$ cat src/rtl/rcam_pkg.sv
// Shared types, constants and the divider step for the rounded-corner alpha mask.
package rcam_pkg;

    localparam int IMG_BITS  = 12;
    localparam int RAD_BITS  = 8;
    localparam int CH_BITS   = 8;
    localparam int CFG_IDX_BITS = 3;

    // Depth of the queue between classifier and blend pipeline
    localparam int MID_DEPTH = 4;
    // Result queue depth; must cover the blend pipeline so that credits never starve it
    localparam int OUT_DEPTH = 16;

    // Configuration register indexes
    localparam logic [CFG_IDX_BITS-1:0] CFG_RADIUS_LT = 3'd0;
    localparam logic [CFG_IDX_BITS-1:0] CFG_RADIUS_RT = 3'd1;
    localparam logic [CFG_IDX_BITS-1:0] CFG_RADIUS_LB = 3'd2;
    localparam logic [CFG_IDX_BITS-1:0] CFG_RADIUS_RB = 3'd3;
    localparam logic [CFG_IDX_BITS-1:0] CFG_WIDTH     = 3'd4;
    localparam logic [CFG_IDX_BITS-1:0] CFG_HEIGHT    = 3'd5;

    typedef struct packed {
        logic [CH_BITS-1:0] blue;
        logic [CH_BITS-1:0] green;
        logic [CH_BITS-1:0] red;
        logic [CH_BITS-1:0] alpha;
    } pixel_t;

    typedef struct packed {
        logic [RAD_BITS-1:0] rad_lt;
        logic [RAD_BITS-1:0] rad_rt;
        logic [RAD_BITS-1:0] rad_lb;
        logic [RAD_BITS-1:0] rad_rb;
        logic [IMG_BITS-1:0] width;
        logic [IMG_BITS-1:0] height;
    } cfg_t;

    // Classified pixel waiting for the blend pipeline
    typedef struct packed {
        pixel_t             pix;
        logic [CH_BITS-1:0] mask;
        logic               pass1;
        logic               pass2;
    } job_t;

    // One blend pass: act requests a pass on entry and reports a change on exit
    typedef struct packed {
        pixel_t             pix;
        logic [CH_BITS-1:0] mask;
        logic               act;
        logic               tag;
    } pass_t;

    typedef struct packed {
        pixel_t pix;
        logic   modified;
    } result_t;

    typedef struct packed {
        logic full;
        logic empty;
    } fifo_stat_t;

    // One restoring division step: returns {remainder, shifted quotient}
    function automatic logic [2*CH_BITS-1:0] div_step(
        input logic [CH_BITS-1:0] rem,
        input logic [CH_BITS-1:0] quo,
        input logic [CH_BITS-1:0] divisor
    );
        logic [CH_BITS:0] trial;
        logic [CH_BITS:0] dvs;
        trial = {rem, quo[CH_BITS-1]};
        dvs   = {1'b0, divisor};
        if (trial >= dvs)
        begin
            return {CH_BITS'(trial - dvs), quo[CH_BITS-2:0], 1'b1};
        end
        return {trial[CH_BITS-1:0], quo[CH_BITS-2:0], 1'b0};
    endfunction

endpackage

$ cat src/rtl/rcam_fifo.sv
// Small register queue with full/empty status, read data shown from the head entry.
module rcam_fifo import rcam_pkg::*; #(
    parameter int WIDTH = 8,
    parameter int DEPTH = 4
) (
    input  logic             clk,
    input  logic             rst_n,
    input  logic             wr_en,
    input  logic [WIDTH-1:0] wr_data,
    input  logic             rd_en,
    output logic [WIDTH-1:0] rd_data,
    output fifo_stat_t       stat
);

    localparam int PW = (DEPTH > 1) ? $clog2(DEPTH) : 1;
    localparam int CW = $clog2(DEPTH + 1);

    logic [WIDTH-1:0] mem [DEPTH];
    logic [PW-1:0]    wr_ptr_reg, wr_ptr_next;
    logic [PW-1:0]    rd_ptr_reg, rd_ptr_next;
    logic [CW-1:0]    count_reg, count_next;
    logic             do_wr, do_rd;

    assign stat.full  = (count_reg == CW'(DEPTH));
    assign stat.empty = (count_reg == '0);
    assign do_wr      = wr_en && !stat.full;
    assign do_rd      = rd_en && !stat.empty;
    assign rd_data    = mem[rd_ptr_reg];

    // pointer and fill-level update
    always_comb
    begin
        wr_ptr_next = wr_ptr_reg;
        rd_ptr_next = rd_ptr_reg;
        if (do_wr)
        begin
            wr_ptr_next = (wr_ptr_reg == PW'(DEPTH - 1)) ? '0 : wr_ptr_reg + PW'(1);
        end
        if (do_rd)
        begin
            rd_ptr_next = (rd_ptr_reg == PW'(DEPTH - 1)) ? '0 : rd_ptr_reg + PW'(1);
        end
        count_next = count_reg + CW'(do_wr) - CW'(do_rd);
    end

    always_ff @(posedge clk or negedge rst_n)
    begin
        if (!rst_n)
        begin
            wr_ptr_reg <= '0;
            rd_ptr_reg <= '0;
            count_reg  <= '0;
        end
        else
        begin
            wr_ptr_reg <= wr_ptr_next;
            rd_ptr_reg <= rd_ptr_next;
            count_reg  <= count_next;
        end
    end

    // storage, no reset
    always_ff @(posedge clk)
    begin
        if (do_wr)
        begin
            mem[wr_ptr_reg] <= wr_data;
        end
    end

endmodule

$ cat src/rtl/rcam_front.sv
// Front end: accepts a beat, decides which corner passes apply and holds the job for the queue.
module rcam_front import rcam_pkg::*; #(
    parameter int COORD_BITS = 12
) (
    input  logic                  clk,
    input  logic                  rst_n,
    input  cfg_t                  cfg,
    input  logic                  push,
    output logic                  full,
    input  logic [COORD_BITS-1:0] pixel_x,
    input  logic [COORD_BITS-1:0] pixel_y,
    input  logic [CH_BITS-1:0]    in_blue,
    input  logic [CH_BITS-1:0]    in_green,
    input  logic [CH_BITS-1:0]    in_red,
    input  logic [CH_BITS-1:0]    in_alpha,
    input  logic [CH_BITS-1:0]    mask_alpha,
    input  logic                  mid_full,
    output logic                  job_valid,
    output job_t                  job
);

    // wide enough for coordinate sums plus a radius without wrapping
    localparam int UW = ((COORD_BITS > IMG_BITS) ? COORD_BITS : IMG_BITS) + 2;
    localparam logic [UW-1:0] ONE = UW'(1);

    logic          valid_reg, valid_next;
    job_t          job_reg, job_next;
    logic          accept;
    logic [UW-1:0] x_w, y_w, w_w, h_w;
    logic [UW-1:0] lt_w, rt_w, lb_w, rb_w;
    logic [UW-1:0] sum_top, sum_bot, sum_left, sum_right;
    logic [UW-1:0] min_w, min_h;
    logic          fits;
    logic          hit_lt, hit_lb, hit_rt, hit_rb;

    assign full      = valid_reg && mid_full;
    assign accept    = push && !full;
    assign job_valid = valid_reg;
    assign job       = job_reg;

    // corner classification
    always_comb
    begin
        x_w  = UW'(pixel_x);
        y_w  = UW'(pixel_y);
        w_w  = UW'(cfg.width);
        h_w  = UW'(cfg.height);
        lt_w = UW'(cfg.rad_lt);
        rt_w = UW'(cfg.rad_rt);
        lb_w = UW'(cfg.rad_lb);
        rb_w = UW'(cfg.rad_rb);

        sum_top   = lt_w + rt_w;
        sum_bot   = lb_w + rb_w;
        sum_left  = lt_w + lb_w;
        sum_right = rt_w + rb_w;
        min_w     = (sum_top > sum_bot) ? sum_top : sum_bot;
        min_h     = (sum_left > sum_right) ? sum_left : sum_right;

        fits = (w_w >= min_w) && (h_w >= min_h) && (x_w < w_w) && (y_w < h_w);

        hit_lt = (lt_w != '0) && (x_w + y_w < lt_w);
        hit_lb = (lb_w != '0) && (y_w + lb_w >= h_w) && (x_w + h_w <= y_w + lb_w);
        hit_rt = (rt_w != '0) && (y_w < rt_w) && (x_w + rt_w >= w_w + y_w);
        hit_rb = (rb_w != '0) && (y_w + rb_w >= h_w) && (x_w + rb_w >= w_w)
                 && (x_w + y_w + rb_w + ONE >= w_w + h_w);

        job_next.pix.blue  = in_blue;
        job_next.pix.green = in_green;
        job_next.pix.red   = in_red;
        job_next.pix.alpha = in_alpha;
        job_next.mask      = mask_alpha;
        job_next.pass1     = fits && (hit_lt || hit_lb || hit_rt || hit_rb);
        // only opposite corners on a square image can overlap
        job_next.pass2     = fits && ((hit_lt && hit_rb) || (hit_rt && hit_lb));
    end

    // holding stage
    always_comb
    begin
        valid_next = valid_reg;
        if (accept)
        begin
            valid_next = 1'b1;
        end
        else if (!mid_full)
        begin
            valid_next = 1'b0;
        end
    end

    always_ff @(posedge clk or negedge rst_n)
    begin
        if (!rst_n)
        begin
            valid_reg <= 1'b0;
        end
        else
        begin
            valid_reg <= valid_next;
        end
    end

    always_ff @(posedge clk)
    begin
        if (accept)
        begin
            job_reg <= job_next;
        end
    end

endmodule

$ cat src/rtl/rcam_blend.sv
// One corner blend pass: alpha scaling, colour products and a pipelined restoring divider.
module rcam_blend import rcam_pkg::*; (
    input  logic  clk,
    input  logic  rst_n,
    input  logic  in_valid,
    input  pass_t in_data,
    output logic  out_valid,
    output pass_t out_data
);

    localparam int DIV_STAGES      = 4;
    localparam int STEPS_PER_STAGE = CH_BITS / DIV_STAGES;

    typedef struct packed {
        pass_t                          d;
        logic [CH_BITS-1:0]             n;
        logic [2:0][CH_BITS-1:0]        rem;
        logic [2:0][CH_BITS-1:0]        quo;
    } stage_t;

    logic                    s1_valid_reg;
    pass_t                   s1_d_reg;
    logic [CH_BITS-1:0]      s1_n_reg, s1_n_next;
    logic [2*CH_BITS-1:0]    prod_an;

    logic                    s2_valid_reg;
    stage_t                  s2_reg, s2_next;
    logic [2:0][CH_BITS-1:0] col;
    logic [2:0][2*CH_BITS-1:0] prod_cn;

    logic [DIV_STAGES-1:0]   dv_valid_reg;
    stage_t                  dv_reg  [DIV_STAGES];
    stage_t                  dv_next [DIV_STAGES];

    stage_t                  last;
    logic                    apply;

    // new alpha
    assign prod_an   = in_data.pix.alpha * in_data.mask;
    assign s1_n_next = prod_an[2*CH_BITS-1:CH_BITS];

    // colour times new alpha, split into divider start state
    always_comb
    begin
        col[0] = s1_d_reg.pix.blue;
        col[1] = s1_d_reg.pix.green;
        col[2] = s1_d_reg.pix.red;
        s2_next.d = s1_d_reg;
        s2_next.n = s1_n_reg;
        for (int ch = 0; ch < 3; ch++)
        begin
            prod_cn[ch]     = col[ch] * s1_n_reg;
            s2_next.rem[ch] = prod_cn[ch][2*CH_BITS-1:CH_BITS];
            s2_next.quo[ch] = prod_cn[ch][CH_BITS-1:0];
        end
    end

    // divider stages, two quotient bits each
    for (genvar g = 0; g < DIV_STAGES; g++)
    begin : g_div
        stage_t src;
        if (g == 0)
        begin : g_first
            assign src = s2_reg;
        end
        else
        begin : g_rest
            assign src = dv_reg[g-1];
        end

        always_comb
        begin
            logic [2*CH_BITS-1:0] rq;
            dv_next[g] = src;
            for (int ch = 0; ch < 3; ch++)
            begin
                for (int st = 0; st < STEPS_PER_STAGE; st++)
                begin
                    rq = div_step(dv_next[g].rem[ch], dv_next[g].quo[ch], src.d.pix.alpha);
                    dv_next[g].rem[ch] = rq[2*CH_BITS-1:CH_BITS];
                    dv_next[g].quo[ch] = rq[CH_BITS-1:0];
                end
            end
        end
    end

    always_ff @(posedge clk or negedge rst_n)
    begin
        if (!rst_n)
        begin
            s1_valid_reg <= 1'b0;
            s2_valid_reg <= 1'b0;
            dv_valid_reg <= '0;
        end
        else
        begin
            s1_valid_reg <= in_valid;
            s2_valid_reg <= s1_valid_reg;
            dv_valid_reg <= {dv_valid_reg[DIV_STAGES-2:0], s2_valid_reg};
        end
    end

    always_ff @(posedge clk)
    begin
        s1_d_reg <= in_data;
        s1_n_reg <= s1_n_next;
        s2_reg   <= s2_next;
        for (int k = 0; k < DIV_STAGES; k++)
        begin
            dv_reg[k] <= dv_next[k];
        end
    end

    // pass result; zero alpha leaves the pixel alone
    assign last  = dv_reg[DIV_STAGES-1];
    assign apply = last.d.act && (last.d.pix.alpha != '0);

    always_comb
    begin
        out_data           = last.d;
        out_data.act       = apply;
        if (apply)
        begin
            out_data.pix.blue  = last.quo[0];
            out_data.pix.green = last.quo[1];
            out_data.pix.red   = last.quo[2];
            out_data.pix.alpha = last.n;
        end
    end

    assign out_valid = dv_valid_reg[DIV_STAGES-1];

endmodule

$ cat src/rtl/rounded_corner_alpha_mask.sv
// Rounded-corner alpha mask: classifier, job queue, two blend passes and result queue.
// Throughput: one pixel per cycle while credits are free; the 12-stage blend pipeline (two passes, each with a
// four-stage divider) is fed under credits from the 16-entry result queue.
// Reset: valid bits, queue pointers and the credit count clear; radii reset to 0 and
// image size to 1x1. Queue contents are not cleared.
module rounded_corner_alpha_mask import rcam_pkg::*; #(
    parameter int COORD_BITS = 12
) (
    input  logic                    clk,
    input  logic                    rst_n,
    // configuration
    input  logic                    cfg_valid,
    output logic                    cfg_ready,
    input  logic [CFG_IDX_BITS-1:0] cfg_index,
    input  logic [IMG_BITS-1:0]     cfg_data,
    // input beats
    input  logic                    push,
    output logic                    full,
    input  logic [COORD_BITS-1:0]   pixel_x,
    input  logic [COORD_BITS-1:0]   pixel_y,
    input  logic [CH_BITS-1:0]      in_blue,
    input  logic [CH_BITS-1:0]      in_green,
    input  logic [CH_BITS-1:0]      in_red,
    input  logic [CH_BITS-1:0]      in_alpha,
    input  logic [CH_BITS-1:0]      mask_alpha,
    // result beats
    output logic                    empty,
    input  logic                    pop,
    output logic [CH_BITS-1:0]      out_blue,
    output logic [CH_BITS-1:0]      out_green,
    output logic [CH_BITS-1:0]      out_red,
    output logic [CH_BITS-1:0]      out_alpha,
    output logic                    was_modified
);

    localparam int UCW = $clog2(OUT_DEPTH + 1);

    cfg_t           cfg_reg, cfg_next;
    logic           job_valid;
    job_t           job, mid_job;
    fifo_stat_t     mid_stat, out_stat;
    logic           mid_wr;
    logic           issue;
    logic [UCW-1:0] used_reg, used_next;
    logic           out_rd;
    pass_t          p1_in, p1_out, p2_in, p2_out;
    logic           p1_valid, p2_valid;
    result_t        res_in, res_out;

    // configuration registers
    assign cfg_ready = 1'b1;

    always_comb
    begin
        cfg_next = cfg_reg;
        if (cfg_valid)
        begin
            case (cfg_index)
                CFG_RADIUS_LT: cfg_next.rad_lt = cfg_data[RAD_BITS-1:0];
                CFG_RADIUS_RT: cfg_next.rad_rt = cfg_data[RAD_BITS-1:0];
                CFG_RADIUS_LB: cfg_next.rad_lb = cfg_data[RAD_BITS-1:0];
                CFG_RADIUS_RB: cfg_next.rad_rb = cfg_data[RAD_BITS-1:0];
                CFG_WIDTH:     cfg_next.width  = cfg_data;
                CFG_HEIGHT:    cfg_next.height = cfg_data;
                default:       cfg_next = cfg_reg;
            endcase
        end
    end

    always_ff @(posedge clk or negedge rst_n)
    begin
        if (!rst_n)
        begin
            cfg_reg.rad_lt <= '0;
            cfg_reg.rad_rt <= '0;
            cfg_reg.rad_lb <= '0;
            cfg_reg.rad_rb <= '0;
            cfg_reg.width  <= IMG_BITS'(1);
            cfg_reg.height <= IMG_BITS'(1);
        end
        else
        begin
            cfg_reg <= cfg_next;
        end
    end

    // front end
    rcam_front #(
        .COORD_BITS (COORD_BITS)
    ) u_front (
        .clk        (clk),
        .rst_n      (rst_n),
        .cfg        (cfg_reg),
        .push       (push),
        .full       (full),
        .pixel_x    (pixel_x),
        .pixel_y    (pixel_y),
        .in_blue    (in_blue),
        .in_green   (in_green),
        .in_red     (in_red),
        .in_alpha   (in_alpha),
        .mask_alpha (mask_alpha),
        .mid_full   (mid_stat.full),
        .job_valid  (job_valid),
        .job        (job)
    );

    assign mid_wr = job_valid && !mid_stat.full;

    // job queue between front and back
    rcam_fifo #(
        .WIDTH ($bits(job_t)),
        .DEPTH (MID_DEPTH)
    ) u_mid_q (
        .clk     (clk),
        .rst_n   (rst_n),
        .wr_en   (mid_wr),
        .wr_data (job),
        .rd_en   (issue),
        .rd_data (mid_job),
        .stat    (mid_stat)
    );

    // credits: every job in the blend pipeline has a result-queue slot reserved
    assign issue     = !mid_stat.empty && (used_reg < UCW'(OUT_DEPTH));
    assign out_rd    = pop && !out_stat.empty;
    assign used_next = used_reg + UCW'(issue) - UCW'(out_rd);

    always_ff @(posedge clk or negedge rst_n)
    begin
        if (!rst_n)
        begin
            used_reg <= '0;
        end
        else
        begin
            used_reg <= used_next;
        end
    end

    // first corner pass
    always_comb
    begin
        p1_in.pix  = mid_job.pix;
        p1_in.mask = mid_job.mask;
        p1_in.act  = mid_job.pass1;
        p1_in.tag  = mid_job.pass2;
    end

    rcam_blend u_pass1 (
        .clk       (clk),
        .rst_n     (rst_n),
        .in_valid  (issue),
        .in_data   (p1_in),
        .out_valid (p1_valid),
        .out_data  (p1_out)
    );

    // second pass for overlapping diagonals; tag now carries the modified flag
    always_comb
    begin
        p2_in.pix  = p1_out.pix;
        p2_in.mask = p1_out.mask;
        p2_in.act  = p1_out.tag;
        p2_in.tag  = p1_out.act;
    end

    rcam_blend u_pass2 (
        .clk       (clk),
        .rst_n     (rst_n),
        .in_valid  (p1_valid),
        .in_data   (p2_in),
        .out_valid (p2_valid),
        .out_data  (p2_out)
    );

    assign res_in.pix      = p2_out.pix;
    assign res_in.modified = p2_out.tag;

    // result queue
    rcam_fifo #(
        .WIDTH ($bits(result_t)),
        .DEPTH (OUT_DEPTH)
    ) u_out_q (
        .clk     (clk),
        .rst_n   (rst_n),
        .wr_en   (p2_valid),
        .wr_data (res_in),
        .rd_en   (out_rd),
        .rd_data (res_out),
        .stat    (out_stat)
    );

    assign empty        = out_stat.empty;
    assign out_blue     = res_out.pix.blue;
    assign out_green    = res_out.pix.green;
    assign out_red      = res_out.pix.red;
    assign out_alpha    = res_out.pix.alpha;
    assign was_modified = res_out.modified;

`ifndef SYNTHESIS
    // credit count never exceeds the result queue
    a_credit_bound: assert property (@(posedge clk) disable iff (!rst_n)
        used_reg <= UCW'(OUT_DEPTH))
        else $error("credit count above result queue depth");

    // a finished beat always finds room in the result queue
    a_no_overflow: assert property (@(posedge clk) disable iff (!rst_n)
        p2_valid |-> !out_stat.full)
        else $error("blend result dropped at full result queue");

    // a waiting result always holds a credit
    a_result_credit: assert property (@(posedge clk) disable iff (!rst_n)
        !out_stat.empty |-> (used_reg != '0))
        else $error("result waiting without a credit");
`endif

endmodule
$ cat config.mk
export PLATFORM = sky130hd
export DESIGN_NAME = rounded_corner_alpha_mask
export DESIGN_NICKNAME = d
export VERILOG_FILES = /design/src/rtl/rcam_pkg.sv /design/src/rtl/rcam_fifo.sv /design/src/rtl/rcam_front.sv /design/src/rtl/rcam_blend.sv /design/src/rtl/rounded_corner_alpha_mask.sv
export SDC_FILE = /design/constraint.sdc
export NUM_CORES = 2
export LEC_CHECK = 0
export BUFFER_PORTS_ARGS = -buffer_cell sky130_fd_sc_hd__buf_2
export CAP_MARGIN = 20
export CELL_PAD_IN_SITES_DETAIL_PLACEMENT = 1
export CELL_PAD_IN_SITES_GLOBAL_PLACEMENT = 2
export CORE_ASPECT_RATIO = 1.4
export CORE_MARGIN = 8
export CORE_UTILIZATION = 48
export DETAILED_ROUTE_END_ITERATION = 8
export PLACE_DENSITY_LB_ADDON = 0.05
export SLEW_MARGIN = 10
export SYNTH_ARGS = -nofsm -noshare
export SYNTH_HDL_FRONTEND = slang
export SYNTH_SLANG_ARGS = --single-unit
$ cat constraint.sdc
create_clock -name clk -period 10.5 [get_ports clk]
set_input_delay 1.575 -clock clk [delete_from_list [all_inputs] [get_ports clk]]
set_output_delay 1.575 -clock clk [all_outputs]
set_load 0.1 [all_outputs]
=== Word level (Yosys, flattened, before mapping) ===
Memories as Yosys holds them, arrays and structs flattened.
Cells that the tools add are included.

* Add/sub/neg operators: 72
* Mux-type cells: 158
* Multiply operators: 8
* Magnitude comparators: 63
* Reduce and logical (&&, ||, !) cells: 50
* Equality and inequality tests: 12

{| class="wikitable"
|+ Operators by type and width
! kind !! number
|-
| 16-bit two-way mux || 96
|-
| 9-bit by 8-bit greater-or-equal comparator with 1-bit output || 48
|-
| 8-bit subtractor || 48
|-
| 8-bit by 8-bit multiplier with 16-bit output || 8
|-
| 32-bit two-way mux || 2
|-
| 1-bit two-way mux || 54
|-
| 12-bit by 12-bit adder with 13-bit output || 4
|-
| 12-bit by 8-bit adder with 13-bit output || 4
|-
| 8-bit nonzero test || 6
|-
| 14-bit by 12-bit greater-or-equal comparator with 1-bit output || 3
|-
| 8-bit by 8-bit adder with 9-bit output || 4
|-
| 12-bit by 14-bit greater-or-equal comparator with 1-bit output || 2
|-
| 14-bit greater-or-equal comparator || 2
|-
| 14-bit greater-than comparator || 2
|-
| 14-bit two-way mux || 2
|-
| 1-bit logical AND || 26
|-
| 12-bit < comparator || 2
|-
| 14-bit by 1-bit adder with 14-bit output (second input constant) || 1
|-
| 14-bit by 8-bit adder with 14-bit output || 1
|-
| 14-bit <= comparator || 1
|-
| 14-bit by 8-bit < comparator with 1-bit output || 1
|-
| 12-bit by 8-bit < comparator with 1-bit output || 1
|-
| 2-bit AND reduction || 6
|-
| 5-bit by 1-bit adder with 5-bit output || 2
|-
| other kinds (19) || 37
|}

* RAM bits: 1480
* Memories kept: 4
* Output and inout port bits: 36
* Input port bits: 84
* Flip-flop bits (word level): 432
* Logic and storage cells: 438

{| class="wikitable"
|+ Memory list
! memory !! depth !! bits a word !! rd ports !! clocked after memory_dff !! wr ports !! RTL line !! text
|-
| u_out_q.mem || 16 || 33 || 1 || 0 || 1 || rcam_fifo.sv:18 || <nowiki>logic [WIDTH-1:0] mem [DEPTH];</nowiki>
|-
| u_pass1.dv_reg || 4 || 98 || 4 || 0 || 4 || rcam_blend.sv:32 || <nowiki>stage_t dv_reg [DIV_STAGES];</nowiki>
|-
| u_pass2.dv_reg || 4 || 98 || 4 || 0 || 4 || rcam_blend.sv:32 ||
|-
| u_mid_q.mem || 4 || 42 || 1 || 0 || 1 || rcam_fifo.sv:18 ||
|}

=== Depth between registers and ports, before layout ===
* Depth in word-level cells: 8
* Depth in mapped cells: 27
* Gate-level depth less buffers: 26

=== By module ===
A second synthesis with hierarchy kept.

* Cell total of the unflattened synthesis: 7896
* Area total of the unflattened synthesis: 95464.1 µm²

{| class="wikitable"
|+ By module, submodules not included
! module !! instances !! cells each !! seq. area each (µm²) !! area each (µm²)
|-
| rcam_blend at u_pass2 || 1 || 2788 || 10480.1 || 28305.9
|-
| rcam_blend at u_pass1 || 1 || 2700 || 10480.1 || 27940.5
|-
| rcam_fifo at u_out_q || 1 || 896 || 16180.5 || 20518.4
|-
| rcam_front || 1 || 1096 || 1286.2 || 9674.3
|-
| rcam_fifo at u_mid_q || 1 || 259 || 5220.0 || 6561.3
|-
| rounded_corner_alpha_mask || 1 || 157 || 1529.0 || 2463.6
|}

=== Least setup slack after synthesis ===
No wires, ideal clock.

* Path type: flip-flop to flip-flop
* Start point: mem u_pass1.dv_reg[3][67] in the netlist's numbering
* End point: reg u_pass2.s1_n_reg[7]
* Stages on the path, launching flop included: 21
* Required time: 10.379 ns
* Path buffers: 1
* Clock period less this slack: 5.655 ns
* Arrival: 5.534 ns
* Library setup time: 0.121 ns
* Slack: 4.845 ns
* Cell sequence: dfxtp_1 > nor4_1 > and2_1 > nand2b_1 > clkbuf_1 > mux2_2 > nand2_1 > fa_1 > fa_1 > inv_1 > fa_1 > fa_1 > ha_1 > a2111o_1 > a31oi_1 > o31ai_1 > or4_1 > and3_1 > o21ai_1 > nand2b_1 > xnor2_1

{| class="wikitable"
|+ RTL lines
! item !! RTL line !! text
|-
| start: declaration || rcam_blend.sv:32 ||
|-
| end signal: assignment || rcam_blend.sv:106 || <nowiki>s1_n_reg <= s1_n_next;</nowiki>
|-
| end: declaration || rcam_blend.sv:23 || <nowiki>logic [CH_BITS-1:0] s1_n_reg, s1_n_next;</nowiki>
|}

==> results.py <==
metrics = {
    "status": {
        "run_status": "finished clean",
    },
    "finish": {
        "finalNetCount": 9482,
        "fillers": 19917,
        "multi_input_area_mm2": 0.0457,
        "regArea_mm2": 0.0442,
        "largest_reg_flops": 528,
        "layout_common_cells": "dfxtp_1 (984), ha_1 (956), inv_1 (800), edfxtp_1 (738), nand2_1 (552)",
        "area_delta_synth_final_pct": 10.8,
        "stdcell_area_mm2": 0.103,
        "drive_gt1_frac": 0.124,
        "final_common_cell": "dfxtp_1",
    },
    "clock_tree": {
        "hold_buffers": 0,
        "ctsResizeCount": 0,
        "h-tree-depth": 4,
        "cts_buffers": 176,
        "clk_transition_reported_paths_ns": 0.07,
        "cts_tree": "done",
        "clk_latency_ns": 0.85,
        "cts.path.max_buffers": 3,
        "cts_root_buf": "clkbuf_16",
        "cts_setup_buffers": 0,
        "clock-sinks": 1816,
    },
    "synth": {
        "synth_area_mm2": 0.0932,
        "synthCells": 7875,
        "synth_top_area_cell": "edfxtp_1",
        "synth_ff_type": "dfxtp_1",
        "synthMuxAreaShare": 0.0833,
        "synth_edf_count": 738,
        "avgSynthCellArea_um2": 11.8,
        "synth.distinct_cells": 85,
        "synth_seq_cells": 1816,
        "synth.top_cell.area_share": 0.238,
        "ys_seq_area_frac": 0.474,
        "synth_area_leaders": "edfxtp_1 (24%), dfxtp_1 (21%), ha_1 (13%), fa_1 (7.4%), mux2_2 (4.0%)",
        "synth_xor_area_frac": 0.0361,
        "synthSimpleGateAreaFrac": 0.0858,
        "yosysWarnings": 0,
        "synth_top_family_by_area": "adder cells",
        "synth_fp_nets": 9259,
        "synth_compound_area_frac": 0.0804,
        "synthAdderAreaFrac": 0.202,
        "synth-async-reset-ratio": 0.0518,
    },
    "sta": {
        "timing.final.crit_share": 0.613,
        "relSlewSlack": 0.306,
        "fin_setup_tns_ns": 0,
        "setup_viol": 0,
        "fin_crit_ns": 6.44,
        "fmax_mhz": 155,
        "final-hold-violation-count": 0,
        "skew_ns": 0.0498,
        "fin_hold_ws_ns": 0.301,
        "rsz0062_at_grt": "no",
        "slew_viol_final": 0,
        "worstMarginPinSlew_ns": 1.04,
        "fin_ws_ns": 4.06,
    },
    "grt": {
        "globalRouteTotalUtil": 0.237,
        "antenna_found_initial": 16,
        "overflow": 0,
        "grt_first_pass_wirelength_um": 385000,
        "grt_max_degree": 133,
        "grt_pass1_vias": 65970,
    },
    "floorplanning": {
        "ios": 120,
        "die_area_mm2": 0.209,
        "die_x_um": 388,
        "core_area_mm2": 0.193,
        "rows": 191,
        "die_h_um": 537,
        "start_util": 0.482,
    },
    "worst_hold_path": {
        "hold_class": "reg2reg",
    },
    "route": {
        "drc_errors": 0,
        "ant_nets": 0,
        "wl_per_cell_um": 23.0,
        "vias_per_cell": 5.45,
        "wirelength_um": 248000,
        "first_pass_iters": 5,
        "first_iter_violations": 2396,
        "vias": 58714,
    },
    "critical_path": {
        "arrival_ns": 7.14,
        "crit_slowest_cell": "or4b_2",
        "criticalPathCategory": "reg2reg",
        "critical_path.top_delay_family": "compound AO/OA/AOI/OAI gates",
        "endpoint_kind": "register",
        "crit_path_max_fanout": 8,
        "cp_data_required_time_ns": 11.20,
        "path_buf_inv": 1,
        "crit_top_cell": "a21oi_1",
        "cpPeakStageDelay_ns": 0.68,
        "startpoint_type": "register",
    },
    "flow_run": {
        "max-cap-violations": 0,
    },
    "placement": {
        "placed_area_mm2": 0.0971,
        "pre_cts_ws_ns": 4.06,
        "dp_hpwl_um": 185000,
        "port_buffers": 118,
        "gp_congestion": 0.828,
    },
}
-- area by class of cell --
type                    count  area share
multi-input cells        5120       0.442
well taps                2509      0.0304
clock inverters           102      0.0124
flip-flops and latches   1816       0.428
diodes                     13    0.000315
repair buffers            183      0.0109
clock buffers             227      0.0469
inverters                 801      0.0291
-- worst reg2reg max path: cells and delay by family, from the launching register on --
family | cells | cell delay [ns]
and+or+nand+nor | 6 | 1.39
adders and majority gates | 4 | 1.28
AOI/OAI and AO/OA | 14 | 2.68
DFF | 1 | 0.50
muxes | 1 | 0.41
buffers and inverters | 1 | 0.07
-- final timing paths --
path / slack, ns / start / to / cells past startpoint
min reg2reg: 0.30 / u_pass1.dv_next[359]$_DFF_P_ / u_pass1.dv_reg[0][65]$_DFF_P_ / 0
min: 0.30 / u_pass1.dv_next[359]$_DFF_P_ / u_pass1.dv_reg[0][65]$_DFF_P_ / 0
min in group asynchronous: 0.75 / rst_n / u_out_q.wr_ptr_reg[3]$_DFFE_PN0P_ / 1
max reg2reg: 4.06 / cfg_reg[32]$_DFFE_PN0P_ / u_front.job[0]$_DFFE_PP_ / 26
max: 4.06 / cfg_reg[32]$_DFFE_PN0P_ / u_front.job[0]$_DFFE_PP_ / 26
max in group asynchronous: 8.52 / rst_n / u_pass2.dv_valid_reg[0]$_DFF_PN0_ / 2
-- through the flow --
stage                     std cells   util
final                         10771  0.534
after global routing          10766  0.534
after detailed placement      10428  0.502
after CTS                     10757  0.534
after global placement        10427  0.502
after floorplan                7875      -
-- synthesized netlist by cell type (35+ instances only) --
master	instances
and2_1	288
nand3_1	46
o21ai_0	322
mux2_2	333
nor3_1	92
a21o_1	112
o21bai_1	59
nand2b_1	51
nand2_1	553
inv_1	800
ha_1	956
clkbuf_1	106
mux4_2	108
nor2b_1	116
a22oi_1	36
a21boi_0	66
dfxtp_1	984
fa_1	344
o21a_1	44
mux2i_1	158
xnor2_1	284
a221oi_1	35
nor2_1	337
a21oi_1	345
xor2_1	100
nand4_1	68
edfxtp_1	738
dfrtp_1	92
-- metal layers --
metal	track usage	routed length (um)	up-vias
met5	0	55	-
met4	0.0955	10600	8
met3	0.0276	7210	423
met2	0.467	135000	864
met1	0.255	94800	29570
li1	-	-	27849
-- cells by family after synthesis --
group,count (synthesis)
AOI/OAI and AO/OA,1185
buffers and inverters,939
other,1
adders and majority gates,1300
xor gates and xnor gates,384
muxes,599
DFF,1816
and+or+nand+nor,1651
Power is left out: the tool's default activity adds up to more than one toggle a clock period on the data nets, which glitch-free logic cannot reach.
